<file path="src/mtw_pkg.sv">
// Shared types, constants and word functions of the MT19937 word generator.
`default_nettype none

package mtw_pkg;

	localparam int unsigned POOL_WORDS = 624;
	localparam int unsigned TAP_OFFSET = 397;
	localparam int unsigned WORD_W     = 32;
	localparam int unsigned CNT_W      = $clog2(POOL_WORDS);

	typedef logic [WORD_W-1:0] word_t;
	typedef logic [CNT_W-1:0]  fill_cnt_t;

	localparam word_t SEED_RESET      = 32'd5489;
	localparam word_t INIT_MULT       = 32'd1812433253;
	localparam word_t FEEDBACK_MATRIX = 32'h9908_b0df;
	localparam word_t TOP_BIT         = 32'h8000_0000;
	localparam word_t LOW_BITS        = 32'h7fff_ffff;
	localparam word_t TEMPER_B        = 32'h9d2c_5680;
	localparam word_t TEMPER_C        = 32'hefc6_0000;

	localparam fill_cnt_t FILL_LAST = fill_cnt_t'(POOL_WORDS - 1);

	// Control from the seeding unit to the cell chain.
	typedef struct packed {
		logic busy;
		logic last;
	} fill_ctrl_t;

	// One step of the seeding recurrence.
	function automatic word_t init_next(input word_t prev, input fill_cnt_t idx);
		word_t mixed;
		begin
			mixed = prev ^ (prev >> 30);
			return word_t'(INIT_MULT * mixed) + word_t'(idx);
		end
	endfunction

	// New value of one pool word from the word itself, its successor and the tap.
	function automatic word_t twist_word(input word_t cur, input word_t nxt,
			input word_t tap);
		word_t y;
		word_t fb;
		begin
			y  = (cur & TOP_BIT) | (nxt & LOW_BITS);
			fb = y[0] ? FEEDBACK_MATRIX : '0;
			return tap ^ (y >> 1) ^ fb;
		end
	endfunction

	function automatic word_t temper(input word_t w);
		word_t y;
		begin
			y = w;
			y = y ^ (y >> 11);
			y = y ^ ((y << 7) & TEMPER_B);
			y = y ^ ((y << 15) & TEMPER_C);
			y = y ^ (y >> 18);
			return y;
		end
	endfunction

endpackage

`default_nettype wire

</file>
<file path="src/mtw_cell.sv">
// One pool word of the circular shift chain.
`default_nettype none

module mtw_cell (
	input  wire                 clk,
	input  wire                 shift_en,
	input  mtw_pkg::word_t      d,
	output mtw_pkg::word_t      q
);

	mtw_pkg::word_t word_q;

	always_ff @(posedge clk) begin
		if (shift_en) begin
			word_q <= d;
		end
	end

	assign q = word_q;

endmodule

`default_nettype wire

</file>
<file path="config.mk">
export PLATFORM = sky130hd
export DESIGN_NAME = mtw_cell
export DESIGN_NICKNAME = d
export VERILOG_FILES = /design/src/mtw_pkg.sv /design/src/mtw_cell.sv
export SDC_FILE = /design/constraint.sdc
export NUM_CORES = 1
export LEC_CHECK = 0
export BUFFER_PORTS_ARGS = -buffer_cell sky130_fd_sc_hd__buf_2
export CAP_MARGIN = 40
export CORE_MARGIN = 2
export CORE_UTILIZATION = 42
export CTS_CLUSTER_SIZE = 8
export DETAILED_ROUTE_END_ITERATION = 7
export PLACE_DENSITY = 0.85
export REMOVE_ABC_BUFFERS = 1
export SYNTH_ARGS = -nofsm -noshare
export SYNTH_HDL_FRONTEND = slang
export SYNTH_SLANG_ARGS = --single-unit
</file>
<file path="constraint.sdc">
create_clock -name clk -period 0.8 [get_ports clk]
set_input_delay 0 -clock clk [delete_from_list [all_inputs] [get_ports clk]]
set_output_delay 0 -clock clk [all_outputs]
set_load 0.02 [all_outputs]
</file>
==> key figures <==
STA
  • Relative slew margins: 0.907
  • Worst-Margin Slew: 0.139 ns
  • Max Freq: 1170 MHz
  • Setup violators final: 32
  • Max Transition Viols Final: 0
  • Final period util: 1.07
  • RSZ-0062 raised after global routing: true
  • Hold Vio Cnt, Final: 0
  • Worst setup margin: -0.0542 ns
  • Final critical-path required period: 0.854 ns

Cells and area
  • Post-route cell area: between 1500 and 2000 sq um
  • Multi-input comb cells: 0
  • Nets: ~170
  • Filler instances: 120
  • Most frequent cells in the layout: buf_2 (46), dlygate4sd3_1 (32), edfxtp_1 (32), buf_6 (19), clkbuf_4 (5)
  • Leading cell type in the layout, fill and taps excluded: buf_2
  • Ant. Diodes: 0
  • Layout cells sized above 1: 0.529
  • Area of the multi-input gates: 0 sq um
  • Max FFs per register: 32
  • Area Overhead vs Synth: 90.9%

CTS
  • Clk slew on worst S/H paths: ~0.090 ns
  • CTS H-Tree Depth: 2
  • Num Clock Sinks: 32
  • Clock Tree Buf Depth: 2
  • Inserted Clock Buffers: 5
  • Clock root buffer: clkbuf_4
  • CTS tree: built
  • Setup bufs post-CTS: 0

Floorplanning
  • Row count: 17
  • Placeable Area: 2190 sq um
  • Initial Util: 0.439
  • Die area: roughly 2700 sq um
  • Die height: 51.8 um
  • Die width: 51.8 um
  • # IOs: between 60 and 70

Power
  • Total power: 3.44 mW
  • Clock power frac: 0.225
  • Pint: 2.65 mW
  • Gate power share: 0.182
  • PD cells: 1870 nW/um^2
  • Switch Pwr: 782 uW
  • Sw Share: 0.228
  • Peak supply drop: 1520 uV
  • Seq pwr share: 0.593
  • Static leakage: 0.785 nW

Routing
  • Routed len/inst: around 13 um
  • Post-route DRC: 0
  • Via count: 687
  • DRT iter0 DRCs: 13
  • Vias/cell: 4.14
  • Initial DRT Pass Iterations: 4
  • DRT antenna net count: 0
  • Final wirelength: 2.16 mm

Flow run
  • Max Cap Viol: 0

Yosys
  • Cell Area, Synth: 961 sq um
  • Cells after Synth: 32
  • Post-synthesis sequential area ratio: 1.00
  • Largest area contributor in the netlist: edfxtp_1
  • Post-Synth Adder-Cell Area: 0
  • Synth top area cells: edfxtp_1 (100%)
  • Post-synth cell types: 1
  • Synth Area in Simple Gates: 0
  • Synth Warn #: 0
  • Post-synthesis mux area share: 0
  • Share of the synthesized area in the top cell type: 1.00
  • Post-Synth XOR/XNOR Area: 0
  • Syn_area_per_cell: 30.0 sq um
  • Synth Area in Compound Gates: 0
  • Yosys reg bits: 32

GRT
  • Largest net degree at the start of global routing: 22
  • GRT Util Overall: 0.163
  • M3 GR Usage: 0.0747
  • GR Layer Usage met1: 0.159
  • Busiest layer in global routing: met2
  • First-pass GRT wire length: 2.93 mm
  • Overflow after GRT: 0
  • Vias in the first global route: 719
  • Grt met2 use: 0.300
  • Initial antenna violation count: 0

Worst setup path
  • Slowest-stage cell, CP: edfxtp_1
  • Cells along the critical path: buf_6
  • CP endpoint: q[26]
  • CP Depth: 1
  • Delay-heaviest family, CP: flip-flops
  • Critical path class: reg -> out
  • Buf/Inv on CP: 1
  • WP data arrival: 0.85 ns
  • Worst-path fanout max: 1
  • Worst setup SP type: flip-flop
  • CP max stage delay: 0.40 ns
  • Crit end category: primary output
  • CP Launch Point: q[26]$_DFFE_PP_
  • CP Data Required Time: 0.80 ns

Placed design
  • Port-buffer cells: 65
  • Placed cell area: approximately 1300 sq um
  • GPL Wtd Cong: 0.558

Hold path
  • Hold Path Class: in -> reg
  • WHS Path Cells: 2

Run status
  • Status: finished with violations
  • Failing checks: negative setup slack
## routing by layer
layer / up-vias / wire length, um / part of all wire
met5: - / 0 / 0
met4: 0 / 0 / 0
met3: 0 / 121 / 0.056
met2: 33 / 1270 / 0.59
met1: 309 / 770 / 0.36
li1: 345 / - / -
## cells in the mapped netlist
cell type and n:
edfxtp_1 32
## cell families after synthesis
group and count (synthesis):
flip-flops 32
## area by class of cell
cell class | count | area (sq um) | share of cell area
Tap cell | 28 | 35.0 | 0.0191
Clock buffer | 6 | 41.3 | 0.0225
Clock inverter | 1 | 5.00 | 0.00273
Timing Repair Buffer | 99 | 792 | 0.432
Sequential cell | 32 | 961 | 0.524
## power groups by stage
stage / clock network, mW / logic, mW / registers (mW)
after global routing: 0.905 / 0.659 / 2.05
after floorplan: 0 / 0 / 2.24
final: 0.772 / 0.627 / 2.04
after CTS: 0.823 / 0.547 / 2.02
after global placement: 0 / 0.410 / 2.05
after detailed placement: 0 / 0.419 / 2.05
## metrics by stage
step / TNS (ns) / std cells / setup slack (ns) / util / hold slack [ns]
finish: -1.15 / 166 / -0.0542 / 0.837 / 0.0991
detailed placement: 0 / 127 / 0.186 / 0.616 / 0.178
global route: -2.93 / 166 / -0.111 / 0.837 / 0.0909
floorplan: 0 / 32 / 0.351 / - / 0.0989
global placement: 0 / 127 / 0.197 / 0.616 / 0.177
CTS: -1.79 / 166 / -0.0809 / 0.789 / 0.0827
## how the worst min path moves through the flow
stage	start	endpoint	slack, ns
global placement	d[16]	q[16]$_DFFE_PP_	0.18
floorplan	d[0]	q[0]$_DFFE_PP_	0.1
finish	shift_en	q[29]$_DFFE_PP_	0.1
CTS	shift_en	q[22]$_DFFE_PP_	0.08
global route	shift_en	q[19]$_DFFE_PP_	0.09
detailed placement	d[28]	q[28]$_DFFE_PP_	0.18
## what timing repair did
action | in CTS | in global routing
resized for setup | 4 | 34
cloned | 0 | 0
endpoints found under the hold margin | 32 | 0
hold buffers | 32 | 0
endpoints found under the setup margin | 32 | 32
Power figures use the tool's default switching activity.
