### src/mtw_pkg.sv
// Shared types, constants and word functions of the MT19937 word generator.
`default_nettype none

package mtw_pkg;

	localparam int unsigned POOL_WORDS = 624;
	localparam int unsigned TAP_OFFSET = 397;
	localparam int unsigned WORD_W     = 32;
	localparam int unsigned CNT_W      = $clog2(POOL_WORDS);

	typedef logic [WORD_W-1:0] word_t;
	typedef logic [CNT_W-1:0]  fill_cnt_t;

	localparam word_t SEED_RESET      = 32'd5489;
	localparam word_t INIT_MULT       = 32'd1812433253;
	localparam word_t FEEDBACK_MATRIX = 32'h9908_b0df;
	localparam word_t TOP_BIT         = 32'h8000_0000;
	localparam word_t LOW_BITS        = 32'h7fff_ffff;
	localparam word_t TEMPER_B        = 32'h9d2c_5680;
	localparam word_t TEMPER_C        = 32'hefc6_0000;

	localparam fill_cnt_t FILL_LAST = fill_cnt_t'(POOL_WORDS - 1);

	// Control from the seeding unit to the cell chain.
	typedef struct packed {
		logic busy;
		logic last;
	} fill_ctrl_t;

	// One step of the seeding recurrence.
	function automatic word_t init_next(input word_t prev, input fill_cnt_t idx);
		word_t mixed;
		begin
			mixed = prev ^ (prev >> 30);
			return word_t'(INIT_MULT * mixed) + word_t'(idx);
		end
	endfunction

	// New value of one pool word from the word itself, its successor and the tap.
	function automatic word_t twist_word(input word_t cur, input word_t nxt,
			input word_t tap);
		word_t y;
		word_t fb;
		begin
			y  = (cur & TOP_BIT) | (nxt & LOW_BITS);
			fb = y[0] ? FEEDBACK_MATRIX : '0;
			return tap ^ (y >> 1) ^ fb;
		end
	endfunction

	function automatic word_t temper(input word_t w);
		word_t y;
		begin
			y = w;
			y = y ^ (y >> 11);
			y = y ^ ((y << 7) & TEMPER_B);
			y = y ^ ((y << 15) & TEMPER_C);
			y = y ^ (y >> 18);
			return y;
		end
	endfunction

endpackage

`default_nettype wire

### src/mtw_twist.sv
// Twist of the head word and tempering of the result.
`default_nettype none

module mtw_twist (
	input  mtw_pkg::word_t head,
	input  mtw_pkg::word_t next,
	input  mtw_pkg::word_t tap,
	output mtw_pkg::word_t twisted,
	output mtw_pkg::word_t tempered
);

	always_comb begin
		twisted  = mtw_pkg::twist_word(head, next, tap);
		tempered = mtw_pkg::temper(twisted);
	end

endmodule

`default_nettype wire
### config.mk
export PLATFORM = sky130hd
export DESIGN_NAME = mtw_twist
export DESIGN_NICKNAME = d
export VERILOG_FILES = /design/src/mtw_pkg.sv /design/src/mtw_twist.sv
export SDC_FILE = /design/constraint.sdc
export NUM_CORES = 1
export LEC_CHECK = 0
export BUFFER_PORTS_ARGS = -buffer_cell sky130_fd_sc_hd__buf_4
export CELL_PAD_IN_SITES_DETAIL_PLACEMENT = 0
export CELL_PAD_IN_SITES_GLOBAL_PLACEMENT = 1
export CORE_MARGIN = 1.5
export CORE_UTILIZATION = 20
export DETAILED_ROUTE_END_ITERATION = 7
export PLACE_DENSITY = 0.8
export SETUP_SLACK_MARGIN = 0.15
export SLEW_MARGIN = 20
export SYNTH_ARGS = -nofsm -noshare
export SYNTH_HDL_FRONTEND = slang
export SYNTH_SLANG_ARGS = --single-unit
### constraint.sdc
create_clock -name vclk -period 2.89
set_input_delay 0.578 -clock vclk [all_inputs]
set_output_delay 0.578 -clock vclk [all_outputs]
set_load 0.005 [all_outputs]
==> flow_summary.rst <==
.. list-table::
   :header-rows: 1

   * - Metric
     - Value
   * - Status
     - finished, final reports clean
   * - Path type of the worst setup path
     - input port to primary output
   * - Core box area
     - about 0.0055 mm²
   * - Total number of sequential cells
     - 0
   * - Area taken by flip-flops and latches
     - 0 µm²
   * - Net count after synthesis
     - 208
   * - Row cnt
     - 27
   * - Number of hold violations in the final report
     - 0
   * - Via-per-instance ratio
     - about 3.8
   * - Actual slew at the worst max-slew pin
     - 0.538 ns
   * - Final net count
     - 342
   * - Detail Placement HPWL
     - 3070 µm
   * - Average instance area after synthesis
     - 10.2 µm²
   * - Share of cells above drive strength 1
     - 0.598
   * - Diode count
     - 0
   * - Headroom to the max-slew limit
     - 0.639
   * - Share of the cycle needed by the critical path after routing
     - 0.925
   * - Post-Syn Instances
     - between 100 and 150
   * - Grt met3 use
     - 0.0163
   * - Count of boundary I/O pins
     - 160
   * - Worst min-delay path category
     - input port to primary output
   * - Post-route design area
     - roughly 0.0022 mm²
   * - Initial core utilization
     - 0.207
   * - Clock buffers
     - 0
   * - Residual overflow from global routing
     - 0
   * - First-pass GRT wire length
     - about 4900 µm
   * - Hold_buf cts
     - 0
   * - Largest cells by area after synthesis
     - sky130_fd_sc_hd__xnor2_1 38%, sky130_fd_sc_hd__xor2_1 30%, sky130_fd_sc_hd__xnor3_1 12%
   * - Data required time of the worst path
     - roughly 2.3 ns
   * - Nature of the critical path endpoint
     - primary output
   * - Leading cell types by count after synthesis
     - 50 x sky130_fd_sc_hd__xnor2_1, 39 x sky130_fd_sc_hd__xor2_1, 7 x sky130_fd_sc_hd__inv_1
   * - GRT met1 Usage
     - 0.103
   * - Total global-route track usage
     - 0.0939
   * - # fillers
     - 557
   * - Final Max Slew Viols
     - 0
   * - Largest net degree at the start of global routing
     - 10
   * - Number of nets with antenna violations after routing
     - 0
   * - Library cells used by synthesis
     - 12
   * - Critical path fanouts, max
     - 2
   * - Leak
     - 1.14 nW
   * - Met2 track demand over resource in global routing
     - 0.194
   * - Area enclosed by the die boundary
     - ~0.0062 mm²
   * - Final core utilization
     - 0.408
   * - Area fraction of the dominant cell type after synthesis
     - 0.383
   * - Worst setup SP type
     - input port
   * - Arrival time at the worst endpoint
     - roughly 2.1 ns
   * - Count of unresolved DRC violations after routing
     - 0
   * - Via total after detailed routing
     - ~1200
   * - Area grow syn2layout
     - 96.7%
   * - Maximum VDD drop
     - approximately 0.38 mV
   * - Routed len/inst
     - 10.6 µm
   * - Maximum Capacitance Violations
     - 0
   * - Buffers on Ports
     - 128
   * - Number of cells in the design after placement
     - 316
   * - Busiest layer in global routing
     - met2
   * - Total power draw
     - 1.15 mW
   * - Number of global-route vias before repair
     - 1211
   * - Post-Layout Cell Count
     - 316
   * - Number of antenna violations at the first check in global routing
     - 0
   * - Chip Width
     - slightly below 80 µm
   * - Count of synthesis-stage warnings from yosys
     - 0
   * - Setup repair after global routing missed its margin
     - true
   * - Die Height
     - 78.6 µm
   * - Sequential element share of the synthesized area
     - 0
   * - Placer's final routability congestion estimate
     - ~0.72
   * - Cell type with the highest aggregate area in the netlist
     - sky130_fd_sc_hd__xnor2_1
   * - Most common cell in the netlist
     - sky130_fd_sc_hd__xnor2_1
   * - Placed inst area
     - ~0.0022 mm²
   * - Iteration-0 DRC count of the detailed router
     - 3
   * - Drt total wl
     - 3360 µm
   * - Power per cell area
     - about 510 mW/mm²
   * - Setup-violating endpoint count in the final report
     - 0
   * - Max Fclk
     - 0.374 GHz
   * - Setup TNS
     - 0 ns
   * - Min cycle time layout
     - 2.67 ns
   * - First-pass iteration count of the detailed router
     - 2
   * - Post-synthesis instance area
     - 0.00114 mm²
metal layers:
metal | routed length, µm | share of wire
met1 | 1210 | 0.36
met3 | 370 | 0.11
met2 | 1780 | 0.53
met5 | 0 | 0
met4 | 0 | 0
power breakdown:
group | switching, mW | total (mW) | internal (mW)
combinational | 0.442 | 1.15 | 0.710
sequential | 0 | 0 | 0
clock | 0 | 0 | 0
total | 0.442 | 1.15 | 0.710
cell type report:
class                           instances  area [µm²]  share of cell area
Multi-Input combinational cell        103        1120               0.501
Timing Repair Buffer                  134        1010               0.448
Tap cell                               72        90.1              0.0401
Inverter                                7        26.3              0.0117
critical path, cell delays in order:
cell and delay (ns):
sky130_fd_sc_hd__buf_4 0.11, sky130_fd_sc_hd__xor2_1 0.19, sky130_fd_sc_hd__xor3_2 0.52, sky130_fd_sc_hd__xnor2_2 0.21, sky130_fd_sc_hd__xnor3_1 0.34, sky130_fd_sc_hd__buf_4 0.14
cells in the final DEF (no fill, tap or decap):
cell                      count
sky130_fd_sc_hd__xor2_2       4
sky130_fd_sc_hd__xnor3_1      5
sky130_fd_sc_hd__buf_4      134
sky130_fd_sc_hd__xnor3_2      2
sky130_fd_sc_hd__xnor2_1     50
sky130_fd_sc_hd__xor3_2       3
sky130_fd_sc_hd__inv_1        7
sky130_fd_sc_hd__xnor2_2      1
sky130_fd_sc_hd__xor2_1      36
sky130_fd_sc_hd__xor2_4       2
final timing paths:
| kind | startpoint | endpoint | depth (start not counted) |
|---|---|---|---|
| hold / removal | tap[17] | twisted[17] | 3 |
| setup / recovery | next[23] | tempered[0] | 6 |
kinds of logic (layout without fill, tap and decap cells):
group | Yosys count | count (layout) | synth area share
XOR/XNOR | 103 | 103 | 0.963
buffers and inverters | 9 | 141 | 0.0372
what timing repair did:
action,CTS,global route
setup endpoints to repair,1,4
resized for setup,0,5
setup buffers,0,0
pin swaps,1,1
stage by stage:
| stage | hold slack, ns | setup WS (ns) |
|---|---|---|
| global route | 1.45 | 0.119 |
| CTS | 1.45 | 0.151 |
| global placement | 1.45 | 0.154 |
| finish | 1.45 | 0.216 |
| floorplan | 1.23 | 0.399 |
| detailed placement | 1.45 | 0.147 |
No activity file was read; power rests on OpenSTA's default activity.
