`src/mtw_pkg.sv`:
```
// Shared types, constants and word functions of the MT19937 word generator.
`default_nettype none

package mtw_pkg;

	localparam int unsigned POOL_WORDS = 624;
	localparam int unsigned TAP_OFFSET = 397;
	localparam int unsigned WORD_W     = 32;
	localparam int unsigned CNT_W      = $clog2(POOL_WORDS);

	typedef logic [WORD_W-1:0] word_t;
	typedef logic [CNT_W-1:0]  fill_cnt_t;

	localparam word_t SEED_RESET      = 32'd5489;
	localparam word_t INIT_MULT       = 32'd1812433253;
	localparam word_t FEEDBACK_MATRIX = 32'h9908_b0df;
	localparam word_t TOP_BIT         = 32'h8000_0000;
	localparam word_t LOW_BITS        = 32'h7fff_ffff;
	localparam word_t TEMPER_B        = 32'h9d2c_5680;
	localparam word_t TEMPER_C        = 32'hefc6_0000;

	localparam fill_cnt_t FILL_LAST = fill_cnt_t'(POOL_WORDS - 1);

	// Control from the seeding unit to the cell chain.
	typedef struct packed {
		logic busy;
		logic last;
	} fill_ctrl_t;

	// One step of the seeding recurrence.
	function automatic word_t init_next(input word_t prev, input fill_cnt_t idx);
		word_t mixed;
		begin
			mixed = prev ^ (prev >> 30);
			return word_t'(INIT_MULT * mixed) + word_t'(idx);
		end
	endfunction

	// New value of one pool word from the word itself, its successor and the tap.
	function automatic word_t twist_word(input word_t cur, input word_t nxt,
			input word_t tap);
		word_t y;
		word_t fb;
		begin
			y  = (cur & TOP_BIT) | (nxt & LOW_BITS);
			fb = y[0] ? FEEDBACK_MATRIX : '0;
			return tap ^ (y >> 1) ^ fb;
		end
	endfunction

	function automatic word_t temper(input word_t w);
		word_t y;
		begin
			y = w;
			y = y ^ (y >> 11);
			y = y ^ ((y << 7) & TEMPER_B);
			y = y ^ ((y << 15) & TEMPER_C);
			y = y ^ (y >> 18);
			return y;
		end
	endfunction

endpackage

`default_nettype wire

```
`src/mtw_seeder.sv`:
```
// Seeding unit: runs the initialisation recurrence, one word per cycle.
`default_nettype none

module mtw_seeder (
	input  wire                   clk,
	input  wire                   arst_n,
	input  wire                   seed_we,
	input  mtw_pkg::word_t        seed_value,
	output mtw_pkg::fill_ctrl_t   ctrl,
	output mtw_pkg::word_t        fill_word
);

	mtw_pkg::word_t     gen_q;
	mtw_pkg::fill_cnt_t cnt_q;
	logic               busy_q;

	always_ff @(posedge clk or negedge arst_n) begin
		if (!arst_n) begin
			gen_q  <= mtw_pkg::SEED_RESET;
			cnt_q  <= '0;
			busy_q <= 1'b1;
		end else if (seed_we) begin
			gen_q  <= seed_value;
			cnt_q  <= '0;
			busy_q <= 1'b1;
		end else if (busy_q) begin
			gen_q <= mtw_pkg::init_next(gen_q, cnt_q + mtw_pkg::fill_cnt_t'(1));
			if (cnt_q == mtw_pkg::FILL_LAST) begin
				cnt_q  <= '0;
				busy_q <= 1'b0;
			end else begin
				cnt_q <= cnt_q + mtw_pkg::fill_cnt_t'(1);
			end
		end
	end

	assign ctrl.busy = busy_q;
	assign ctrl.last = busy_q && (cnt_q == mtw_pkg::FILL_LAST);
	assign fill_word = gen_q;

endmodule

`default_nettype wire

```
`config.mk`:
```
export PLATFORM = sky130hd
export DESIGN_NAME = mtw_seeder
export DESIGN_NICKNAME = d
export VERILOG_FILES = /design/src/mtw_pkg.sv /design/src/mtw_seeder.sv
export SDC_FILE = /design/constraint.sdc
export NUM_CORES = 1
export LEC_CHECK = 0
export ABC_CLOCK_PERIOD_IN_PS = 7300
export BUFFER_PORTS_ARGS = -buffer_cell sky130_fd_sc_hd__clkbuf_2
export CORE_ASPECT_RATIO = 0.75
export CORE_MARGIN = 4
export CORE_UTILIZATION = 62
export CTS_BUF_LIST = sky130_fd_sc_hd__clkbuf_4 sky130_fd_sc_hd__clkbuf_8
export CTS_CLUSTER_DIAMETER = 120
export DETAILED_ROUTE_END_ITERATION = 7
export PLACE_DENSITY = 0.9
export SLEW_MARGIN = 20
export SYNTH_ARGS = -nofsm -noshare
export SYNTH_HDL_FRONTEND = slang
export SYNTH_SLANG_ARGS = --single-unit
```
`constraint.sdc`:
```
create_clock -name clk -period 7.3 [get_ports clk]
set_input_delay 0.365 -clock clk [delete_from_list [all_inputs] [get_ports clk]]
set_output_delay 0.365 -clock clk [all_outputs]
set_load 0.1 [all_outputs]
```
==> results.py, run 1 <==
metrics = {
    "logic_synthesis": {
        "synth-seq-area-share_pct": 10.5,
        "synth_top_area_share_pct": 29.5,
        "syn_avg_cell_area_sq_um": 9.99,
        "ys_seq_elements": 43,
        "ys_warn_count": 0,
        "yosysUniqueCellTypes": 59,
        "syn_nets": 1466,
        "ys.flop_type": "dfrtp_1",
        "async_flop_share_pct": 100,
        "synthCells": 1040,
        "synth.top_cells.by_area": "fa_1, ha_1, inv_1, dfrtp_1, xnor2_1",
        "synth_top_area_cell": "fa_1",
        "synth-edff-count": 0,
        "syn-cell-area_sq_um": 10400,
    },
    "final_layout": {
        "layout-drive-gt1-share_pct": 10.0,
        "area_delta_synth_final_pct": 7.27,
        "seqCellArea_sq_um": 1090,
        "nets": 1541,
        "multi_input_area_sq_um": 8290,
        "antennaDiodeCount": 0,
        "n_fill_cell": 1227,
    },
    "clock_tree": {
        "cts-resized-gates": 0,
        "cts_tree": "built",
        "cts_setup_buffers": 0,
        "ctsLongestPathBuffers": 2,
        "clkLatencyLatePin_ns": 0.33,
        "cts.clk_slew.worst_paths_ns": 0.10,
        "ctsHoldBuffers": 0,
        "root_buffer": "clkbuf_8",
        "clock-sinks": 43,
        "h-tree-depth": 2,
        "numCtsBuffers": 5,
    },
    "place": {
        "dpl.hpwl_um": 23100,
        "gp_congestion": 0.942,
        "portBuffers": 68,
    },
    "sta": {
        "setup-tns-final_ns": 0,
        "slew_violations": 0,
        "skew_ns": 0.00582,
        "rsz0062_at_grt": "no",
        "relSlewSlack_pct": 38.7,
        "tightestPinTransition_ns": 0.919,
        "max_freq_mhz": 143,
        "hold_viol_final": 0,
        "setup_viol": 0,
        "finalCritPeriodShare_pct": 95.5,
        "min_period_ns": 6.97,
    },
    "routing": {
        "drtAntennaViolNets": 0,
        "drc": 0,
        "drt_iter0_drc": 547,
        "drt_wl_total_um": 27700,
        "avgViaCountPerCell": 6.04,
        "dr.pass1.iters": 5,
        "vias": 8003,
        "wl_per_cell_um": 20.9,
    },
    "die": {
        "chipWidth_um": 157,
        "fp.dieH_um": 120,
        "ios": 69,
        "row_count": 40,
        "die_area_sq_um": 18900,
        "core_area_sq_um": 16200,
        "start_util_pct": 64.1,
    },
    "global_routing": {
        "grt_max_degree": 60,
        "grt_usage_pct": 31.1,
        "antenna_found_initial": 0,
        "grt_pass1_wl_um": 45000,
        "grt_pass1_vias": 8624,
        "grt_overflow": 0,
    },
    "worst_setup_path": {
        "arrival_ns": 7.20,
        "rr_startpoint": "fill_word[12]$_DFFE_PN1P_",
        "critPathKind": "reg2reg",
        "cp.required_ns": 7.53,
        "critPathMaxFanout": 7,
        "end_kind": "register",
        "crit_path_start_kind": "register",
        "startpoint": "fill_word[12]$_DFFE_PN1P_",
    },
    "flow_run": {
        "cap_violations": 0,
    },
    "hold_path": {
        "hp-class": "in2async",
    },
    "outcome": {
        "status": "finished clean",
    },
}
cell usage in the layout, fill, tap and decap left out, types with 3 or more instances in the layout:
| cell | n |
|---|---|
| and4_1 | 3 |
| ha_1 | 238 |
| nor2_1 | 22 |
| o21a_1 | 5 |
| clkbuf_2 | 68 |
| a221o_1 | 3 |
| o31ai_1 | 4 |
| a211o_1 | 3 |
| o211ai_1 | 3 |
| o21ai_1 | 3 |
| a32o_1 | 7 |
| inv_1 | 246 |
| nor4_1 | 3 |
| mux2i_1 | 15 |
| dfstp_2 | 8 |
| clkbuf_8 | 5 |
| fa_1 | 153 |
| a2bb2oi_1 | 4 |
| nand2_1 | 37 |
| nand3_1 | 17 |
| or2_2 | 3 |
| xor2_1 | 18 |
| dfrtp_1 | 35 |
| buf_4 | 20 |
| o21bai_1 | 4 |
| and3_1 | 10 |
| o21ai_0 | 34 |
| a21oi_1 | 37 |
| and2_1 | 4 |
| a22oi_1 | 4 |
| a211oi_1 | 4 |
| nor3_1 | 9 |
| xnor2_1 | 44 |
| a21o_1 | 12 |
| a31oi_1 | 3 |
registers in the layout, summed over array words and instances, names as in the netlist:
register	cells
cnt_q	10
fill_word	32
busy_q	1
stage by stage:
step	std cells	area [sq um]	hold slack [ns]	util, %	setup slack (ns)
final	1326	11100	0.105	68.7	0.328
after global routing	1326	11100	0.141	68.7	0.0680
after global placement	1318	11100	0.480	68.2	0.760
after floorplan	1040	10400	0.0694	-	0.169
after detailed placement	1318	11100	0.490	68.2	0.505
after CTS	1326	11100	0.129	68.7	0.459
layer usage:
layer | track usage (%) | routed length [um]
met2 | 48.8 | 12500
met5 | 0 | 0
met3 | 8.87 | 3110
met4 | 11.7 | 1240
met1 | 41.0 | 10900
worst max-delay path, cell delays in order, from the launching register on:
cell	delay [ns]
dfstp_2	0.70
ha_1	0.29
ha_1	0.29
fa_1	0.52
inv_1	0.06
fa_1	0.49
inv_1	0.07
fa_1	0.51
inv_1	0.06
fa_1	0.52
inv_1	0.05
fa_1	0.49
inv_1	0.06
fa_1	0.48
inv_1	0.05
ha_1	0.23
nor2_1	0.15
nand3_1	0.15
a2111oi_0	0.54
nor2_1	0.28
o41ai_2	0.35
o21ai_1	0.14
mux2i_1	0.14
a221o_1	0.25
path summary, 6_finish.rpt:
| path | endpoint | slack [ns] | depth (start not counted) |
|---|---|---|---|
| max | fill_word[24]$_DFFE_PN0P_ | 0.33 | 23 |
| min in group clk | fill_word[8]$_DFFE_PN1P_ | 0.23 | 3 |
| max reg2reg | fill_word[24]$_DFFE_PN0P_ | 0.33 | 23 |
| min | fill_word[9]$_DFFE_PN0P_ | 0.11 | 2 |
| min reg2reg | cnt_q[7]$_DFFE_PN0P_ | 0.57 | 1 |
| max in group asynchronous | fill_word[16]$_DFFE_PN0P_ | 6.77 | 2 |
logic make-up (layout without fill, tap and decap cells):
family                     count (synthesis)  in the layout  share of synthesized area (%)
AOI/OAI and AO/OA                        146            146                           9.51
buffers and inverters                    266            342                           9.75
muxes                                     15             15                           1.45
DFF                                       43             43                           10.5
adders and majority gates                391            391                           58.1
xor gates and xnor gates                  62             62                           5.23
and+or+nand+nor                          117            117                           5.47
Yosys cell counts, drive strengths merged (2+ instances only):
cell	instances
o211ai	3
a21o	12
a31oi	3
and4	3
a22oi	4
xor2	18
a221o	3
buf	6
and2	4
a2bb2oi	4
clkbuf	14
nor2	22
inv	246
or3	3
or2	3
nand2	37
dfstp	8
ha	238
nor2b	2
a21oi	38
a22o	2
mux2i	15
o21ai	37
o2111ai	2
a32o	7
nor4	3
o21a	5
o311ai	2
a211o	3
a211oi	4
nor3	9
o31ai	4
dfrtp	35
xnor2	44
fa	153
nand3	17
a2111oi	2
and3	10
o21bai	4
final cells by class:
| class | instances | share of cell area [%] |
|---|---|---|
| timing repair buffer | 88 | 4.40 |
| clock buffer | 5 | 0.617 |
| multi-input combinational | 731 | 74.4 |
| sequential | 43 | 9.74 |
| inverter | 246 | 8.28 |
| clock inverter | 3 | 0.213 |
| tap | 210 | 2.36 |
Power of run 1 is left out: the tool's default activity adds up to more than one toggle a clock period on the data nets, which glitch-free logic cannot reach.
==> run 2, diff against run 1 <==
PLACE_DENSITY = 0.89   (was 0.9)
==> run 2 against run 1 <==
Net effect:
- wire length rose by 1.1%
- critical path depth up 2
- non-clock buffer count fell by 1
- final area rose by 0.13%
- fmax hardly changed
- flip-flop and latch count stayed put
- setup slack barely moved
- register-to-register slack hardly changed
- die area is the same
- core utilization increased by 0.093 points
==> results.py, run 2 (synthesis gave the netlist of run 1 again) <==
metrics = {
    "outcome": {
        "status": "finished clean",
    },
    "worst_setup_path": {
        "critPathMaxFanout": 5,
        "cpPeakStageDelay_ns": 0.60,
        "critical_path_buf_inv_count": 5,
        "critPathSlowestCell": "dfstp_2",
        "end_kind": "register",
        "cp.required_ns": 7.56,
        "crit_path_frequent_cell": "fa_1",
        "arrival_ns": 7.23,
        "crit_path_start_kind": "register",
        "critPathKind": "reg2reg",
        "critPathTopFamily": "adder cells",
    },
    "global_routing": {
        "grt_pass1_vias": 8890,
        "grt_max_degree": 60,
        "antenna_found_initial": 0,
        "grt_usage_pct": 31.8,
        "grt_pass1_wl_um": 46500,
        "grt_overflow": 0,
    },
    "sta": {
        "rsz0062_at_grt": "no",
        "setup-tns-final_ns": 0,
        "worst_slack_ns": 0.328,
        "skew_ns": 0.00899,
        "slew_violations": 0,
        "tightestPinTransition_ns": 0.929,
        "setup_viol": 0,
        "hold_viol_final": 0,
        "finalCritPeriodShare_pct": 95.5,
        "relSlewSlack_pct": 38.1,
        "max_freq_mhz": 143,
        "min_period_ns": 6.97,
        "hold_ws_ns": 0.136,
    },
    "final_layout": {
        "area_delta_synth_final_pct": 7.42,
        "antennaDiodeCount": 0,
        "mostFrequentLayoutCell": "inv_1",
        "nets": 1540,
        "layoutNonFillerInstCount": 1325,
        "layout-drive-gt1-share_pct": 9.96,
        "largest_reg_flops": 32,
        "mostFrequentLayoutCells": "inv_1, ha_1, fa_1, clkbuf_2, xnor2_1",
    },
    "place": {
        "dp_cells": 1317,
        "pre_cts_ws_ns": 0.489,
        "dpl.hpwl_um": 23000,
        "portBuffers": 68,
        "gp_congestion": 0.992,
    },
    "clock_tree": {
        "cts_tree": "built",
        "numCtsBuffers": 5,
        "ctsHoldBuffers": 0,
        "clock-sinks": 43,
        "clkLatencyLatePin_ns": 0.32,
        "h-tree-depth": 2,
        "cts.clk_slew.worst_paths_ns": 0.10,
        "ctsLongestPathBuffers": 2,
        "root_buffer": "clkbuf_8",
    },
    "die": {
        "start_util_pct": 64.1,
        "ios": 69,
        "chipWidth_um": 157,
        "fp.dieH_um": 120,
        "core_area_sq_um": 16200,
        "row_count": 40,
        "die_area_sq_um": 18900,
    },
    "routing": {
        "drc": 0,
        "drt_wl_total_um": 28000,
        "drtAntennaViolNets": 0,
        "drt_iter0_drc": 612,
        "dr.pass1.iters": 5,
        "vias": 7982,
        "wl_per_cell_um": 21.2,
        "avgViaCountPerCell": 6.02,
    },
    "flow_run": {
        "cap_violations": 0,
    },
    "hold_path": {
        "hp-class": "in2async",
    },
}
## run 2: cell count changes in the layout (fill, tap and decap cells not counted), sizes merged
cell,change
buf,-1
bufinv,+1
clkinvlp,-1
## run 2: layout make-up
cell class | instances | area (sq um)
multi-input cells | 731 | 8290
flip-flops and latches | 43 | 1090
repair buffers | 87 | 483
clock inverters | 3 | 46.3
well taps | 210 | 263
clock buffers | 5 | 68.8
inverters | 246 | 923
fillers | 1220 | 5050
## run 2: routing by layer
| metal | track usage (%) | routed length (um) | up-vias | part of all wire (%) |
|---|---|---|---|---|
| met1 | 42.7 | 11100 | 3896 | 40 |
| met2 | 51.2 | 12900 | 437 | 46 |
| met5 | 0 | 0 | - | 0 |
| met3 | 7.75 | 2960 | 103 | 11 |
| li1 | - | - | 3546 | - |
| met4 | 9.40 | 1030 | 0 | 3.7 |
## run 2: path summary, 6_finish.rpt
kind	from	to	slack, ns	depth (start not counted)
max reg2reg	fill_word[0]$_DFFE_PN1P_	fill_word[29]$_DFFE_PN0P_	0.33	25
min	arst_n	fill_word[1]$_DFFE_PN0P_	0.14	2
min reg2reg	cnt_q[1]$_DFFE_PN0P_	cnt_q[1]$_DFFE_PN0P_	0.56	1
max in group asynchronous	arst_n	fill_word[11]$_DFFE_PN0P_	6.76	2
max	fill_word[0]$_DFFE_PN1P_	fill_word[29]$_DFFE_PN0P_	0.33	25
min in group clk	seed_value[4]	fill_word[4]$_DFFE_PN1P_	0.24	3
## run 2: metrics by stage
stage                     util [%]  area (sq um)
after global routing          68.8         11200
after CTS                     68.8         11200
after global placement        68.1         11000
after detailed placement      68.1         11000
final                         68.8         11200
after floorplan                  -         10400
## run 2: repair_timing
item                                    4_1_cts  5_1_grt
buffers inserted                              0        0
resized for setup                             0        1
endpoints found under the setup margin        0        1
Power of run 2 is left out for the same reason.
==> run 3, diff against run 2 <==
CORE_UTILIZATION = 45   (was 62)
PLACE_DENSITY = 0.7   (was 0.89)
==> run 3 against run 2 <==
Net effect:
- hold slack about the same
- register-to-register slack better by 0.29 ns
- highest routed layer unchanged
- critical path type unchanged
- setup slack gained 0.29 ns
- flip-flop and latch count unchanged
- critical path depth down 2
==> results.py, run 3 (synthesis gave the netlist of run 1 again) <==
metrics = {
    "routing": {
        "vias": 7500,
        "drc": 0,
        "drtAntennaViolNets": 0,
        "wl_per_cell_um": 19.6,
        "avgViaCountPerCell": 5.32,
        "drt_wl_total_um": 27700,
        "dr.pass1.iters": 5,
        "drt_iter0_drc": 608,
    },
    "hold_path": {
        "hp-class": "in2async",
    },
    "final_layout": {
        "antennaDiodeCount": 0,
        "area_delta_synth_final_pct": 8.59,
        "layout-drive-gt1-share_pct": 10.1,
        "nets": 1542,
        "largest_reg_flops": 32,
        "mostFrequentLayoutCells": "inv_1, ha_1, fa_1, clkbuf_2, xnor2_1",
        "mostFrequentLayoutCell": "inv_1",
        "n_fill_cell": 2050,
    },
    "place": {
        "dpl.hpwl_um": 23500,
        "gp_congestion": 0.922,
        "portBuffers": 68,
    },
    "global_routing": {
        "grt_max_degree": 60,
        "grt_pass1_vias": 7936,
        "grt_usage_pct": 22.4,
        "grt_overflow": 0,
        "antenna_found_initial": 0,
        "grt_pass1_wl_um": 44800,
    },
    "worst_setup_path": {
        "cp.required_ns": 7.51,
        "reg2reg_slack_ns": 0.62,
        "endpoint": "fill_word[24]$_DFFE_PN0P_",
        "critPathMaxFanout": 7,
        "end_kind": "register",
        "crit_path_start_kind": "register",
        "arrival_ns": 6.90,
        "startpoint": "fill_word[12]$_DFFE_PN1P_",
        "rr_worst_depth": 23,
        "critPathKind": "reg2reg",
        "rr_startpoint": "fill_word[12]$_DFFE_PN1P_",
        "reg2reg_to": "fill_word[24]$_DFFE_PN0P_",
    },
    "clock_tree": {
        "ctsLongestPathBuffers": 2,
        "cts_setup_buffers": 0,
        "cts.clk_slew.worst_paths_ns": 0.11,
        "clkLatencyLatePin_ns": 0.32,
        "root_buffer": "clkbuf_8",
        "cts_tree": "built",
        "ctsHoldBuffers": 0,
        "numCtsBuffers": 5,
        "h-tree-depth": 2,
        "cts-resized-gates": 0,
        "clock-sinks": 43,
    },
    "sta": {
        "min_period_ns": 6.68,
        "hold_viol_final": 0,
        "finalCritPeriodShare_pct": 91.6,
        "max_freq_mhz": 150,
        "skew_ns": 0.00975,
        "tightestPinTransition_ns": 0.880,
        "slew_violations": 0,
        "relSlewSlack_pct": 41.1,
        "rsz0062_at_grt": "no",
        "setup_viol": 0,
        "setup-tns-final_ns": 0,
    },
    "die": {
        "core_area_sq_um": 22400,
        "start_util_pct": 46.4,
        "ios": 69,
        "row_count": 47,
        "chipWidth_um": 183,
        "die_area_sq_um": 25600,
        "fp.dieH_um": 140,
    },
    "outcome": {
        "status": "finished clean",
    },
    "flow_run": {
        "cap_violations": 0,
    },
}
## run 3: changes by cell type in the layout (fill, tap and decap cells not counted), sizes merged
cell,change
buf,+2
clkinv,+1
clkinvlp,-1
## run 3: how the worst min path moves through the flow
stage,cells past startpoint,end,startpoint
6_report,2,cnt_q[9]$_DFFE_PN0P_,arst_n
5_1_grt,2,cnt_q[9]$_DFFE_PN0P_,arst_n
4_1_cts,2,cnt_q[9]$_DFFE_PN0P_,arst_n
3_5_place_dp,2,fill_word[7]$_DFFE_PN0P_,arst_n
3_3_place_gp,2,fill_word[3]$_DFFE_PN0P_,arst_n
2_1_floorplan,0,cnt_q[0]$_DFFE_PN0P_,arst_n
## run 3: worst max-delay path, stage by stage (launching register included)
cell and delay [ns]:
dfstp_2 0.67, ha_1 0.28, ha_1 0.29, fa_1 0.52, inv_1 0.05, fa_1 0.48
inv_1 0.06, fa_1 0.51, inv_1 0.06, fa_1 0.54, inv_1 0.05, fa_1 0.49
inv_1 0.05, fa_1 0.48, inv_1 0.04, ha_1 0.23, nor2_1 0.15, nand3_1 0.13
a2111oi_0 0.41, nor2_1 0.22, o41ai_2 0.36, o21ai_1 0.14, mux2i_1 0.13, a221o_1 0.25
## run 3: through the flow
step | setup slack, ns | area [sq um] | utilization [%] | hold slack [ns] | cells
detailed placement | 0.689 | 11200 | 49.8 | 0.503 | 1403
finish | 0.617 | 11300 | 50.4 | 0.136 | 1411
global placement | 0.748 | 11200 | 49.8 | 0.494 | 1403
floorplan | 0.169 | 10400 | - | 0.0694 | 1040
CTS | 0.659 | 11300 | 50.4 | 0.143 | 1411
global route | 0.159 | 11300 | 50.4 | 0.167 | 1411
## run 3: routing by layer
metal | global-route usage, % | up-vias | share of wire (%)
met3 | 4.93 | 20 | 8.0
li1 | - | 3551 | -
met1 | 34.4 | 3672 | 48
met2 | 33.6 | 257 | 42
met4 | 2.47 | 0 | 1.2
met5 | 0 | - | 0
## run 3: layout make-up
cell class | instances | area [sq um] | area share [%]
timing repair buffer | 89 | 498 | 4.41
multi-input combinational | 731 | 8290 | 73.5
clock buffer | 5 | 68.8 | 0.610
clock inverter | 3 | 47.5 | 0.421
inverter | 246 | 923 | 8.18
tap | 294 | 368 | 3.26
sequential | 43 | 1090 | 9.63
Power of run 3 is left out for the same reason.
